===== config.mk =====
export PLATFORM = sky130hd
export DESIGN_NAME = text_line_numbering_escape_filter_unit
export DESIGN_NICKNAME = d
export VERILOG_FILES = /design/src/tlnef_pkg.sv /design/src/tlnef_front.sv /design/src/tlnef_queue.sv /design/src/tlnef_back.sv /design/src/text_line_numbering_escape_filter_unit.sv
export SDC_FILE = /design/constraint.sdc
export NUM_CORES = 1
export LEC_CHECK = 0
export BUFFER_PORTS_ARGS = -buffer_cell sky130_fd_sc_hd__buf_4
export CORE_ASPECT_RATIO = 1.5
export CORE_MARGIN = 5
export CORE_UTILIZATION = 63
export CTS_CLUSTER_DIAMETER = 100
export CTS_CLUSTER_SIZE = 14
export DETAILED_ROUTE_END_ITERATION = 10
export GPL_TIMING_DRIVEN = 0
export HOLD_SLACK_MARGIN = 0.03
export PLACE_DENSITY = 0.83
export SYNTH_ARGS = -nofsm -noshare
export SYNTH_HDL_FRONTEND = slang
export SYNTH_SLANG_ARGS = --single-unit
export TNS_END_PERCENT = 50

===== constraint.sdc =====
create_clock -name clk -period 6.09 [get_ports clk]
set_input_delay 0.609 -clock clk [delete_from_list [all_inputs] [get_ports clk]]
set_output_delay 0.609 -clock clk [all_outputs]
set_load 0.005 [all_outputs]

===== src/tlnef_pkg.sv =====
package tlnef_pkg;

    localparam int COUNT_WIDTH_DEF = 32;
    localparam int QUEUE_DEPTH_DEF = 2;

    // Decimal places kept for the line number (count saturates below 10^10)
    localparam int DEC_DIGITS = 10;
    localparam int PAD_WIDTH  = 6;
    // Longest expansion of one byte: "M-^X$"
    localparam int TAIL_MAX   = 5;

    localparam int CFG_IDX_W  = 3;
    localparam int CFG_DATA_W = 2;

    localparam logic [CFG_IDX_W-1:0] CFG_NUMBER_MODE       = 3'd0;
    localparam logic [CFG_IDX_W-1:0] CFG_MARK_ENDS         = 3'd1;
    localparam logic [CFG_IDX_W-1:0] CFG_SQUEEZE_BLANKS    = 3'd2;
    localparam logic [CFG_IDX_W-1:0] CFG_CARET_TABS        = 3'd3;
    localparam logic [CFG_IDX_W-1:0] CFG_CARET_NONPRINTING = 3'd4;

    localparam logic [1:0] NUM_NONE     = 2'd0;
    localparam logic [1:0] NUM_ALL      = 2'd1;
    localparam logic [1:0] NUM_NONBLANK = 2'd2;

    localparam logic [7:0] CH_TAB    = 8'h09;
    localparam logic [7:0] CH_LF     = 8'h0A;
    localparam logic [7:0] CH_SPACE  = 8'h20;
    localparam logic [7:0] CH_DOLLAR = 8'h24;
    localparam logic [7:0] CH_DASH   = 8'h2D;
    localparam logic [7:0] CH_QMARK  = 8'h3F;
    localparam logic [7:0] CH_I      = 8'h49;
    localparam logic [7:0] CH_M      = 8'h4D;
    localparam logic [7:0] CH_CARET  = 8'h5E;
    localparam logic [6:0] CH_DEL7   = 7'h7F;
    localparam logic [3:0] CH_DIGIT_HI = 4'h3;
    localparam logic [3:0] BCD_NINE  = 4'd9;

    // One classified input byte, ready for expansion
    typedef struct packed {
        logic                                has_num;
        logic [DEC_DIGITS-1:0][3:0]          bcd;
        logic [TAIL_MAX-1:0][7:0]            tail;
        logic [2:0]                          tail_len;
    } job_t;

endpackage


===== src/tlnef_front.sv =====
module tlnef_front #(
    parameter int COUNT_WIDTH = tlnef_pkg::COUNT_WIDTH_DEF
) (
    input  logic                             clk,
    input  logic                             rst_n,
    input  logic                             cfg_we,
    input  logic [tlnef_pkg::CFG_IDX_W-1:0]  cfg_index,
    input  logic [tlnef_pkg::CFG_DATA_W-1:0] cfg_wdata,
    input  logic                             in_valid,
    input  logic [7:0]                       in_byte,
    input  logic                             in_last,
    input  logic                             q_full,
    output logic                             in_ready,
    output logic                             q_push,
    output tlnef_pkg::job_t                  q_job
);

    localparam logic [63:0] LIMIT64 = (COUNT_WIDTH >= 34) ? 64'd9999999999 :
                                      ((64'd1 << COUNT_WIDTH) - 64'd1);
    localparam logic [COUNT_WIDTH-1:0] LIMIT = LIMIT64[COUNT_WIDTH-1:0];

    logic [1:0] number_mode_reg;
    logic       mark_ends_reg;
    logic       squeeze_reg;
    logic       caret_tabs_reg;
    logic       caret_np_reg;

    logic                   line_start_reg, line_start_next;
    logic                   blank_seen_reg, blank_seen_next;
    logic [COUNT_WIDTH-1:0] count_reg, count_next;
    logic [tlnef_pkg::DEC_DIGITS-1:0][3:0] bcd_reg, bcd_next, bcd_inc;

    logic       accept;
    logic       blank;
    logic       drop;
    logic       num;
    logic [6:0] low7;
    logic [tlnef_pkg::TAIL_MAX-1:0][7:0] tail;
    logic [2:0] tlen;

    assign in_ready = !q_full;
    assign accept   = in_valid && in_ready;

    always_ff @(posedge clk or negedge rst_n)
    begin
        if (!rst_n)
        begin
            number_mode_reg <= tlnef_pkg::NUM_NONE;
            mark_ends_reg   <= 1'b0;
            squeeze_reg     <= 1'b0;
            caret_tabs_reg  <= 1'b0;
            caret_np_reg    <= 1'b0;
        end
        else if (cfg_we)
        begin
            case (cfg_index)
                tlnef_pkg::CFG_NUMBER_MODE:       number_mode_reg <= cfg_wdata[1:0];
                tlnef_pkg::CFG_MARK_ENDS:         mark_ends_reg   <= cfg_wdata[0];
                tlnef_pkg::CFG_SQUEEZE_BLANKS:    squeeze_reg     <= cfg_wdata[0];
                tlnef_pkg::CFG_CARET_TABS:        caret_tabs_reg  <= cfg_wdata[0];
                tlnef_pkg::CFG_CARET_NONPRINTING: caret_np_reg    <= cfg_wdata[0];
                default: ;
            endcase
        end
    end

    // Decimal increment: a digit steps when every digit below it is nine
    always_comb
    begin
        logic carry;
        carry = 1'b1;
        for (int i = 0; i < tlnef_pkg::DEC_DIGITS; i++)
        begin
            if (carry)
                bcd_inc[i] = (bcd_reg[i] == tlnef_pkg::BCD_NINE) ? 4'd0 : bcd_reg[i] + 4'd1;
            else
                bcd_inc[i] = bcd_reg[i];
            carry = carry && (bcd_reg[i] == tlnef_pkg::BCD_NINE);
        end
    end

    always_comb
    begin
        blank           = (in_byte == tlnef_pkg::CH_LF);
        drop            = 1'b0;
        num             = 1'b0;
        line_start_next = line_start_reg;
        blank_seen_next = blank_seen_reg;
        count_next      = count_reg;
        bcd_next        = bcd_reg;
        tail            = '0;
        tlen            = 3'd0;
        low7            = in_byte[6:0];

        if (line_start_reg)
        begin
            if (squeeze_reg)
            begin
                if (blank)
                begin
                    if (blank_seen_reg)
                        drop = 1'b1;
                    else
                        blank_seen_next = 1'b1;
                end
                else
                    blank_seen_next = 1'b0;
            end
            if (!drop)
            begin
                num = (number_mode_reg == tlnef_pkg::NUM_ALL) ||
                      ((number_mode_reg == tlnef_pkg::NUM_NONBLANK) && !blank);
                if (num && (count_reg != LIMIT))
                begin
                    count_next = count_reg + COUNT_WIDTH'(1);
                    bcd_next   = bcd_inc;
                end
                line_start_next = 1'b0;
            end
        end

        if (!drop)
        begin
            if (blank)
            begin
                if (mark_ends_reg)
                begin
                    tail[tlen] = tlnef_pkg::CH_DOLLAR;
                    tlen = tlen + 3'd1;
                end
                tail[tlen] = tlnef_pkg::CH_LF;
                tlen = tlen + 3'd1;
                line_start_next = 1'b1;
            end
            else
            begin
                if (in_byte == tlnef_pkg::CH_TAB && caret_tabs_reg)
                begin
                    tail[0] = tlnef_pkg::CH_CARET;
                    tail[1] = tlnef_pkg::CH_I;
                    tlen = 3'd2;
                end
                else if (in_byte == tlnef_pkg::CH_TAB || !caret_np_reg)
                begin
                    tail[0] = in_byte;
                    tlen = 3'd1;
                end
                else
                begin
                    if (in_byte[7])
                    begin
                        tail[0] = tlnef_pkg::CH_M;
                        tail[1] = tlnef_pkg::CH_DASH;
                        tlen = 3'd2;
                    end
                    if (low7[6:5] == 2'b00)
                    begin
                        tail[tlen] = tlnef_pkg::CH_CARET;
                        tlen = tlen + 3'd1;
                        tail[tlen] = {3'b010, low7[4:0]};
                        tlen = tlen + 3'd1;
                    end
                    else if (low7 == tlnef_pkg::CH_DEL7)
                    begin
                        tail[tlen] = tlnef_pkg::CH_CARET;
                        tlen = tlen + 3'd1;
                        tail[tlen] = tlnef_pkg::CH_QMARK;
                        tlen = tlen + 3'd1;
                    end
                    else
                    begin
                        tail[tlen] = {1'b0, low7};
                        tlen = tlen + 3'd1;
                    end
                end
                if (in_last && mark_ends_reg)
                begin
                    tail[tlen] = tlnef_pkg::CH_DOLLAR;
                    tlen = tlen + 3'd1;
                end
            end
        end

        if (in_last)
        begin
            blank_seen_next = 1'b0;
            line_start_next = 1'b1;
        end
    end

    always_ff @(posedge clk or negedge rst_n)
    begin
        if (!rst_n)
        begin
            line_start_reg <= 1'b1;
            blank_seen_reg <= 1'b0;
            count_reg      <= '0;
            bcd_reg        <= '0;
        end
        else if (accept)
        begin
            line_start_reg <= line_start_next;
            blank_seen_reg <= blank_seen_next;
            count_reg      <= count_next;
            bcd_reg        <= bcd_next;
        end
    end

    assign q_push         = accept && !drop;
    assign q_job.has_num  = num;
    assign q_job.bcd      = bcd_next;
    assign q_job.tail     = tail;
    assign q_job.tail_len = tlen;

endmodule


===== src/tlnef_queue.sv =====
module tlnef_queue #(
    parameter int DEPTH = tlnef_pkg::QUEUE_DEPTH_DEF
) (
    input  logic            clk,
    input  logic            rst_n,
    input  logic            push,
    input  tlnef_pkg::job_t push_job,
    input  logic            pop,
    output logic            full,
    output logic            head_valid,
    output tlnef_pkg::job_t head_job
);

    localparam int PTR_W = (DEPTH > 1) ? $clog2(DEPTH) : 1;
    localparam int CNT_W = $clog2(DEPTH + 1);

    tlnef_pkg::job_t  slots_reg [DEPTH];
    logic [PTR_W-1:0] wr_ptr_reg, rd_ptr_reg;
    logic [CNT_W-1:0] count_reg;

    assign full       = (count_reg == CNT_W'(DEPTH));
    assign head_valid = (count_reg != '0);
    assign head_job   = slots_reg[rd_ptr_reg];

    always_ff @(posedge clk)
    begin
        if (push)
            slots_reg[wr_ptr_reg] <= push_job;
    end

    always_ff @(posedge clk or negedge rst_n)
    begin
        if (!rst_n)
        begin
            wr_ptr_reg <= '0;
            rd_ptr_reg <= '0;
            count_reg  <= '0;
        end
        else
        begin
            if (push)
                wr_ptr_reg <= (wr_ptr_reg == PTR_W'(DEPTH - 1)) ? '0 : wr_ptr_reg + PTR_W'(1);
            if (pop)
                rd_ptr_reg <= (rd_ptr_reg == PTR_W'(DEPTH - 1)) ? '0 : rd_ptr_reg + PTR_W'(1);
            if (push && !pop)
                count_reg <= count_reg + CNT_W'(1);
            else if (pop && !push)
                count_reg <= count_reg - CNT_W'(1);
        end
    end

endmodule


===== src/tlnef_back.sv =====
module tlnef_back (
    input  logic            clk,
    input  logic            rst_n,
    input  logic            head_valid,
    input  tlnef_pkg::job_t head_job,
    output logic            pop,
    output logic            m_tvalid,
    input  logic            m_tready,
    output logic [7:0]      m_tdata,
    output logic            m_tlast
);

    logic [3:0] k_reg;
    logic       valid_reg;
    logic [7:0] data_reg;
    logic       last_reg;

    logic [3:0] ndig;
    logic [3:0] numlen;
    logic [3:0] num_bytes;
    logic [4:0] total;
    logic [3:0] dpos;
    logic [3:0] toff;
    logic [7:0] byte_sel;
    logic       is_last;
    logic       load;

    // Significant digits of the line number, at least one
    always_comb
    begin
        ndig = 4'd1;
        for (int i = 1; i < tlnef_pkg::DEC_DIGITS; i++)
        begin
            if (head_job.bcd[i] != 4'd0)
                ndig = 4'(i + 1);
        end
    end

    always_comb
    begin
        numlen    = (ndig > 4'(tlnef_pkg::PAD_WIDTH)) ? ndig : 4'(tlnef_pkg::PAD_WIDTH);
        num_bytes = head_job.has_num ? numlen + 4'd1 : 4'd0;
        total     = {1'b0, num_bytes} + {2'b00, head_job.tail_len};
        dpos      = numlen - 4'd1 - k_reg;
        toff      = k_reg - num_bytes;
        if (k_reg < num_bytes)
        begin
            if (k_reg == numlen)
                byte_sel = tlnef_pkg::CH_TAB;
            else if (dpos >= ndig)
                byte_sel = tlnef_pkg::CH_SPACE;
            else
                byte_sel = {tlnef_pkg::CH_DIGIT_HI, head_job.bcd[dpos]};
        end
        else
            byte_sel = head_job.tail[toff[2:0]];
        is_last = ({1'b0, k_reg} + 5'd1 == total);
    end

    assign load = head_valid && (!valid_reg || m_tready);
    assign pop  = load && is_last;

    always_ff @(posedge clk or negedge rst_n)
    begin
        if (!rst_n)
        begin
            k_reg     <= 4'd0;
            valid_reg <= 1'b0;
        end
        else
        begin
            if (load)
                k_reg <= is_last ? 4'd0 : k_reg + 4'd1;
            if (load)
                valid_reg <= 1'b1;
            else if (m_tready)
                valid_reg <= 1'b0;
        end
    end

    always_ff @(posedge clk)
    begin
        if (load)
        begin
            data_reg <= byte_sel;
            last_reg <= is_last;
        end
    end

    assign m_tvalid = valid_reg;
    assign m_tdata  = data_reg;
    assign m_tlast  = last_reg;

endmodule


===== src/text_line_numbering_escape_filter_unit.sv =====
// Text line numbering and escape filter. Each input transfer carries one byte
// (s_tdata) and a last-byte-of-file flag (s_tlast); the unit produces zero or
// more output bytes per input, with m_tlast set on the last byte caused by that
// input. Depending on the registers it numbers lines (every line or non-blank
// lines only, six places right-justified plus a tab), drops repeated blank lines,
// shows tabs as ^I, shows control and high bytes in ^X and M- notation, and marks
// line ends with '$'. The line number runs on across files and saturates at
// min(2^COUNT_WIDTH-1, 9999999999). Rate: the front end classifies one input per
// cycle while the queue is not full and hands it through a QUEUE_DEPTH-entry queue
// (two by default) to the back end, which emits one output byte per cycle while
// m_tready is high. Each kept input produces 1 to 16 bytes; a dropped blank line
// produces no output. The front end can take new inputs while the back end is
// still emitting earlier ones. No reset sweep; s_tready is high from reset on, so
// a byte can be taken as soon as reset is released.
module text_line_numbering_escape_filter_unit #(
    parameter int COUNT_WIDTH = tlnef_pkg::COUNT_WIDTH_DEF,
    parameter int QUEUE_DEPTH = tlnef_pkg::QUEUE_DEPTH_DEF
) (
    input  logic                             clk,
    input  logic                             rst_n,
    // configuration write port
    input  logic                             cfg_we,
    input  logic [tlnef_pkg::CFG_IDX_W-1:0]  cfg_index,
    input  logic [tlnef_pkg::CFG_DATA_W-1:0] cfg_wdata,
    // input stream
    input  logic                             s_tvalid,
    output logic                             s_tready,
    input  logic [7:0]                       s_tdata,   // [7:0] data_byte
    input  logic                             s_tlast,   // file_end
    // output stream
    output logic                             m_tvalid,
    input  logic                             m_tready,
    output logic [7:0]                       m_tdata,   // [7:0] out_byte
    output logic                             m_tlast    // run_last
);

    logic            q_full;
    logic            q_push;
    logic            q_pop;
    logic            q_valid;
    tlnef_pkg::job_t push_job;
    tlnef_pkg::job_t head_job;

    // Front: config registers, line state, classification of each byte
    tlnef_front #(
        .COUNT_WIDTH (COUNT_WIDTH)
    ) u_front (
        .clk       (clk),
        .rst_n     (rst_n),
        .cfg_we    (cfg_we),
        .cfg_index (cfg_index),
        .cfg_wdata (cfg_wdata),
        .in_valid  (s_tvalid),
        .in_byte   (s_tdata),
        .in_last   (s_tlast),
        .q_full    (q_full),
        .in_ready  (s_tready),
        .q_push    (q_push),
        .q_job     (push_job)
    );

    // Queue: hold classified jobs so each side stalls on its own
    tlnef_queue #(
        .DEPTH (QUEUE_DEPTH)
    ) u_queue (
        .clk        (clk),
        .rst_n      (rst_n),
        .push       (q_push),
        .push_job   (push_job),
        .pop        (q_pop),
        .full       (q_full),
        .head_valid (q_valid),
        .head_job   (head_job)
    );

    // Back: expand the head job into prefix and byte expansion, one per cycle while m_tready is high
    tlnef_back u_back (
        .clk        (clk),
        .rst_n      (rst_n),
        .head_valid (q_valid),
        .head_job   (head_job),
        .pop        (q_pop),
        .m_tvalid   (m_tvalid),
        .m_tready   (m_tready),
        .m_tdata    (m_tdata),
        .m_tlast    (m_tlast)
    );

    // A job leaves the queue only when it is present
    assert property (@(posedge clk) disable iff (!rst_n) q_pop |-> q_valid)
        else $error("queue popped while empty");

    // An empty queue always takes input
    assert property (@(posedge clk) disable iff (!rst_n) !q_valid |-> s_tready)
        else $error("input stalled with empty queue");

    // Retiring a job presents its final byte on the next cycle
    assert property (@(posedge clk) disable iff (!rst_n) q_pop |=> (m_tvalid && m_tlast))
        else $error("job retired without final output byte");

endmodule

Word level (Yosys, flattened, before mapping)
Memories as Yosys holds them, arrays and structs flattened.
Index checks and enable logic that the tools add are counted.
Cells by class
  $add $sub $neg: 26
  reductions and logical operators: 55
  bitwise operators: 13
  equal/unequal tests: 23
  muxes and demuxes: 113
  $lt $le $gt $ge: 13
Operators with widths (number)
  $mux W40: 8
  $mux W4: 31
  $mux W16: 7
  $demux W8 S3: 4
  $bwmux W40: 2
  $mux W8: 10
  $mux W24: 3
  $not A30 Y30: 2
  $add A4 B1 Y4 const B: 12
  $mux W3: 15
  $eq A4 B4 Y1 const B: 10
  $reduce_bool A4 Y1: 9
  $add A32 B1 Y32 const B: 1
  $mux W32: 1
  $ne A32 B32 Y1 const B: 1
  $and A30 B30 Y30: 1
  $and A6 B30 Y30: 1
  $or A30 B30 Y30: 1
  $or A10 B25 Y25: 1
  $bmux W8 S3: 1
  $mux W1: 23
  $logic_and A1 B1 Y1: 22
  $lt A3 B4 Y1 const B: 5
  $bmux W4 S4: 1
  42 further kinds: 71
Storage, ports and cells
  input port bits: 19
  bits in writable memories: 168
  output and inout port bits: 11
  memories kept: 1
  word-level logic and storage cells: 269
  flip-flop bits (word level): 98
Memories
  u_queue.slots_reg: depth 2, bits a word 84, rd ports 1, clocked after memory_dff 0, wr ports 1, line tlnef_queue.sv:17  | tlnef_pkg::job_t slots_reg [DEPTH];

Depth between registers and ports, before layout
  depth after elaboration: 23
  gate-level depth with buffers: 22
  depth with buffers taken out: 19

Hierarchy
From an unflattened synthesis, not the netlist that was laid out.
Second synthesis, totals
  cell total of the unflattened synthesis: 1146
  area total of the unflattened synthesis: 14197.4 µm²
Modules (own cells, without submodules)
  tlnef_queue: area each 6258.5 µm², seq. area each 5144.9 µm², instances 1, cells each 277
  tlnef_front: area each 5959.5 µm², seq. area each 2003.2 µm², instances 1, cells each 669
  tlnef_back: area each 1979.4 µm², seq. area each 395.4 µm², instances 1, cells each 200

Worst setup path before layout
No wires, ideal clock.
  kind: input to register
  start: input port s_tdata[6]
  end: memory u_queue.slots_reg[0][0] (netlist name) (enable)
  setup slack: 837 ps
  setup time: 516 ps
  data required time: 5574 ps
  stages: 6
  arrival time: 4738 ps
  path buffers: 2
  cells stage by stage: buf_2 > or4_4 > buf_6 > nor3_1 > a21oi_1 > nor2b_1
Between the ends
  longest elaborated chain between the ends: 9
Ends and longest elaborated chain
  from (decl): line text_line_numbering_escape_filter_unit.sv:28  | input logic [7:0] s_tdata,
  $eq A8 B4 Y1: line tlnef_front.sv:84  | blank = (in_byte == tlnef_pkg::CH_LF);
  $mux W1: line tlnef_front.sv:99  | if (blank)
  $mux W1: line tlnef_front.sv:97  | if (squeeze_reg)
  $mux W1 (2 in series): line tlnef_front.sv:95  | if (line_start_reg)
  $logic_not A1 Y1
  $logic_and A1 B1 Y1: line tlnef_front.sv:209  | assign q_push = accept && !drop;
  via q_push: line text_line_numbering_escape_filter_unit.sv:38  | logic q_push;
  $mux W1: line tlnef_queue.sv:27  | if (push)
  $mux W1 (not written as such): line tlnef_queue.sv:28  | slots_reg[wr_ptr_reg] <= push_job;
  to (decl): line tlnef_queue.sv:17
The timed path passes the listed nets, and every way through them passes these cells. The select of a mux whose other input is x is not followed.

Worst setup path after layout
  start: register u_queue.rd_ptr_reg
  end: register u_back.data_reg[1], in the netlist u_back.m_tdata[1], data pin
Between the ends
  longest elaborated chain between the ends: 20
  elaborated cells on any way between the ends: 36
  those cells by class: 4 x add/sub; 3 x order compare; 1 x eq/ne; 18 x mux; 9 x reduce/logical; 1 x memory
Ends and longest elaborated chain
  from (decl): line tlnef_queue.sv:18  | logic [PTR_W-1:0] wr_ptr_reg, rd_ptr_reg;
  from (signal assigned): line tlnef_queue.sv:44  | rd_ptr_reg <= (rd_ptr_reg == PTR_W'(DEPTH - 1)) ? '0 : rd_ptr_reg + PTR_W'(1);
  $mem_v2 Z2 W84 *
  $reduce_bool A4 Y1: line tlnef_back.sv:34  | if (head_job.bcd[i] != 4'd0)
  $mux W2: line tlnef_back.sv:34
  $mux W4 (8 in series): line tlnef_back.sv:34
  $gt A4 B3 Y1: line tlnef_back.sv:41  | numlen = (ndig > 4'(tlnef_pkg::PAD_WIDTH)) ? ndig : 4'(tlnef_pkg::PAD_WIDTH);
  $mux W4: line tlnef_back.sv:41
  $sub A4 B1 Y4: line tlnef_back.sv:44  | dpos = numlen - 4'd1 - k_reg;
  $sub A4 B4 Y4: line tlnef_back.sv:44
  $bmux W4 S4: line tlnef_back.sv:53  | byte_sel = {tlnef_pkg::CH_DIGIT_HI, head_job.bcd[dpos]};
  $mux W4 (not written as such): line tlnef_back.sv:53
  $mux W5: line tlnef_back.sv:50  | else if (dpos >= ndig)
  $mux W8: line tlnef_back.sv:48  | if (k_reg == numlen)
  $mux W8 *: line tlnef_back.sv:46  | if (k_reg < num_bytes)
  via u_back.byte_sel[1]: line tlnef_back.sv:24  | logic [7:0] byte_sel;
  to (signal assigned): line tlnef_back.sv:85  | data_reg <= byte_sel;
  to (decl): line tlnef_back.sv:15  | logic [7:0] data_reg;
The timed path passes the listed nets; every way through them passes the cells marked *. The select of a mux whose other input is x is not followed.
A chain may end at the register's enable or synchronous reset.

==> results.tsv <==
metric	value	unit
ant_nets	0	
hold_path.class	in2async	
largest_register_ffs	148	
grt_max_degree	90	
finalHoldViolCount	0	
irDropWorstVdd	0.251	mV
area_delta_synth_final	9.32	%
leakage	0.00537	µW
fin_tns_setup	0	ns
power_density	417	nW/µm²
setup_viol	0	
intPower	3800	µW
die_area	23500	µm²
grt_busiest_layer	met2	
cts_buffers	21	
die_w	127	µm
syn_nets	1127	
io_buffers	26	
clock_skew	0.0201	ns
critical_path.max_fanout	10	
status	complete, no violations	
rsz0062_at_grt	no	
ff_latch_area	6940	µm²
route.vias.total	9169	
switchingPower	2080	µW
synth_edf_count	157	
cp.required	6.39	ns
syn_area	12900	µm²
grt_use_met1	28.1	%
die_h	185	µm
ys.flop_type	edfxtp_1	
clk_latency	0.51	ns
multiInputGateArea	5580	µm²
h-tree-depth	1	
initial_core_util	63.7	%
yosys_warnings	0	
startpoint_type	flip-flop	
synth.ff_latch_count	246	
slew_headroom	21.6	%
rows	64	
period_share	87.0	%
core_area	20300	µm²
synth_top_area_share	36.5	%
io_pins	30	
diodes	0	
overflow	0	
combPwrFrac	38.6	%
first_iter_violations	979	
drt_wl_total	30400	µm
drive_above_1_share	14.7	%
grt_pass1_wl	48100	µm
ctsResizeCount	0	
cts_tree	done	
nNetsFinal	1179	
seq_area_frac_synth	53.8	%
holdWs	0.325	ns
path_class	reg2reg	
firstDrtPassIters	6	
cp-end-kind	flip-flop	
drv_cap	0	
postCtsSetupBuffers	0	
n_fill_cell	1399	
avgSynthCellArea	11.9	µm²
cts_sinks	246	
clk_pin_slew	0.07	ns
ys_types	82	
routedWlPerCell	21.5	µm
antenna_found_initial	0	
synth_area_leaders	edfxtp_1 37%, dfrtp_1 17%, mux4_2 6.3%	
worst_pin_slew	1.18	ns
slew_viol_final	0	
post-synth-top-area-cell	edfxtp_1	
fin_crit	5.30	ns
grt_pass1_vias	9322	
use_met2	47.1	%
place_area	13500	µm²
fmax	0.189	GHz
vias_per_cell	6.48	
pwr-share-seq	40.5	%
utilization	69.6	%
gp_congestion	0.959	
met3_usage	2.65	%
arrival	5.60	ns
stdcell_area	14100	µm²
clk_path_buf_depth	3	
grt.total_usage	26.1	%
p_clk_share	20.9	%
ctsHoldBuffers	0	
cts-root-buf	clkbuf_16	
synthArstFlopShare	36.2	%
dp_hpwl	21600	µm
netSwitchingFraction	35.3	%
drc_errors	0	
postSynthCellCount	1084	
## power by group through the flow
stage,Combinational [µW],Clock [µW],Sequential [µW]
final,2270,1230,2380
after global routing,2420,1320,2410
after CTS,2260,1250,2380
after detailed placement,2210,0,2410
after global placement,2110,0,2420
after floorplan,1550,0,2370
## kinds of logic (layout without fill, tap and decap cells)
logic type                 after synthesis  after routing  synth area share, %
and+or+nand+nor                        409            409                 16.8
DFF                                    246            246                 53.8
AOI/OAI and AO/OA                      149            149                 8.02
xor gates and xnor gates                90             90                 6.22
buffers and inverters                   90            157                 3.05
muxes                                   76             76                 9.62
adders and majority gates               24             24                 2.50
## final timing paths
kind | slack, ns | startpoint | to | cells past startpoint
worst min-delay path | 0.32 | rst_n | u_front.count_reg[24] | 1
max in group asynchronous | 4.98 | rst_n | u_front.bcd_reg[20] | 1
worst min register to register | 0.46 | u_front.count_reg[8] | u_front.count_reg[8] | 1
worst max register to register | 0.79 | u_queue.rd_ptr_reg | u_back.m_tdata[1] | 16
min in group clk | 0.34 | cfg_wdata[1] | u_front.number_mode_reg[1] | 2
worst max-delay path | 0.79 | u_queue.rd_ptr_reg | u_back.m_tdata[1] | 16
## cell usage in the layout, fill, tap and decap left out, types with 24 or more instances in the layout
cell / instances
a21oi_1: 26
buf_4: 31
clkbuf_1: 38
dfrtp_1: 88
edfxtp_1: 157
inv_1: 37
mux2_2: 24
mux4_2: 36
nand2_1: 100
nand3_1: 48
nand4_1: 26
nor2_1: 67
nor2b_1: 27
nor3_1: 28
o21ai_0: 36
xnor2_1: 55
xor2_1: 34
## stage by stage
stage | cells | setup WS (ns) | power (µW)
after global placement | 1374 | -1.20 | 4530
after CTS | 1415 | 0.838 | 5880
final | 1415 | 0.793 | 5880
after floorplan | 1084 | 0.837 | 3930
after global routing | 1415 | 0.496 | 6150
after detailed placement | 1377 | 0.884 | 4610
## cell usage after synthesis (5+ instances only)
library cell / count
xnor2_1: 55
a21oi_1: 26
nor4_1: 15
a22o_1: 5
nand3b_1: 6
edfxtp_1: 157
buf_4: 5
buf_2: 17
and4_1: 13
o31ai_1: 10
ha_1: 21
nand3_1: 48
nand2_1: 100
o21ai_0: 36
or2_2: 7
nor2_1: 67
a211oi_1: 6
nor3_1: 28
xor2_1: 34
mux2i_1: 16
nand4_1: 26
o211ai_1: 8
a22oi_1: 7
dfrtp_1: 88
nor2b_1: 28
and3_1: 11
or3_1: 6
a31oi_1: 5
and2_1: 11
nor3b_1: 5
a21o_1: 8
mux2_2: 24
inv_1: 37
clkbuf_1: 23
nand2b_1: 14
mux4_2: 36
## metal layers
layer  part of all wire [%]  wire [µm]
met3                    5.4       1650
met1                     34      10300
met5                      0          0
met2                     52      15700
met4                    8.9       2700
## worst max-delay path: stages (launching register included)
cell	delay, ns
dfrtp_1	0.32
buf_2	0.32
buf_4	0.29
buf_2	0.35
clkbuf_1	0.54
a21boi_0	0.33
a21oi_1	0.33
ha_1	0.34
buf_1	0.56
inv_1	0.10
ha_1	0.29
nand2b_1	0.14
a21o_1	0.19
a21o_1	0.18
a21oi_1	0.30
nand2b_1	0.19
o22ai_1	0.31
## final cells by class
cell class	instances	share of cell area (%)
buffer	52	1.78
clock buffer	36	4.12
clock inverter	2	0.124
inverter	38	1.01
multi-input combinational	748	39.5
sequential	246	49.2
tap	264	2.34
timing repair buffer	29	1.86
No activity file was read; power rests on OpenSTA's default activity.
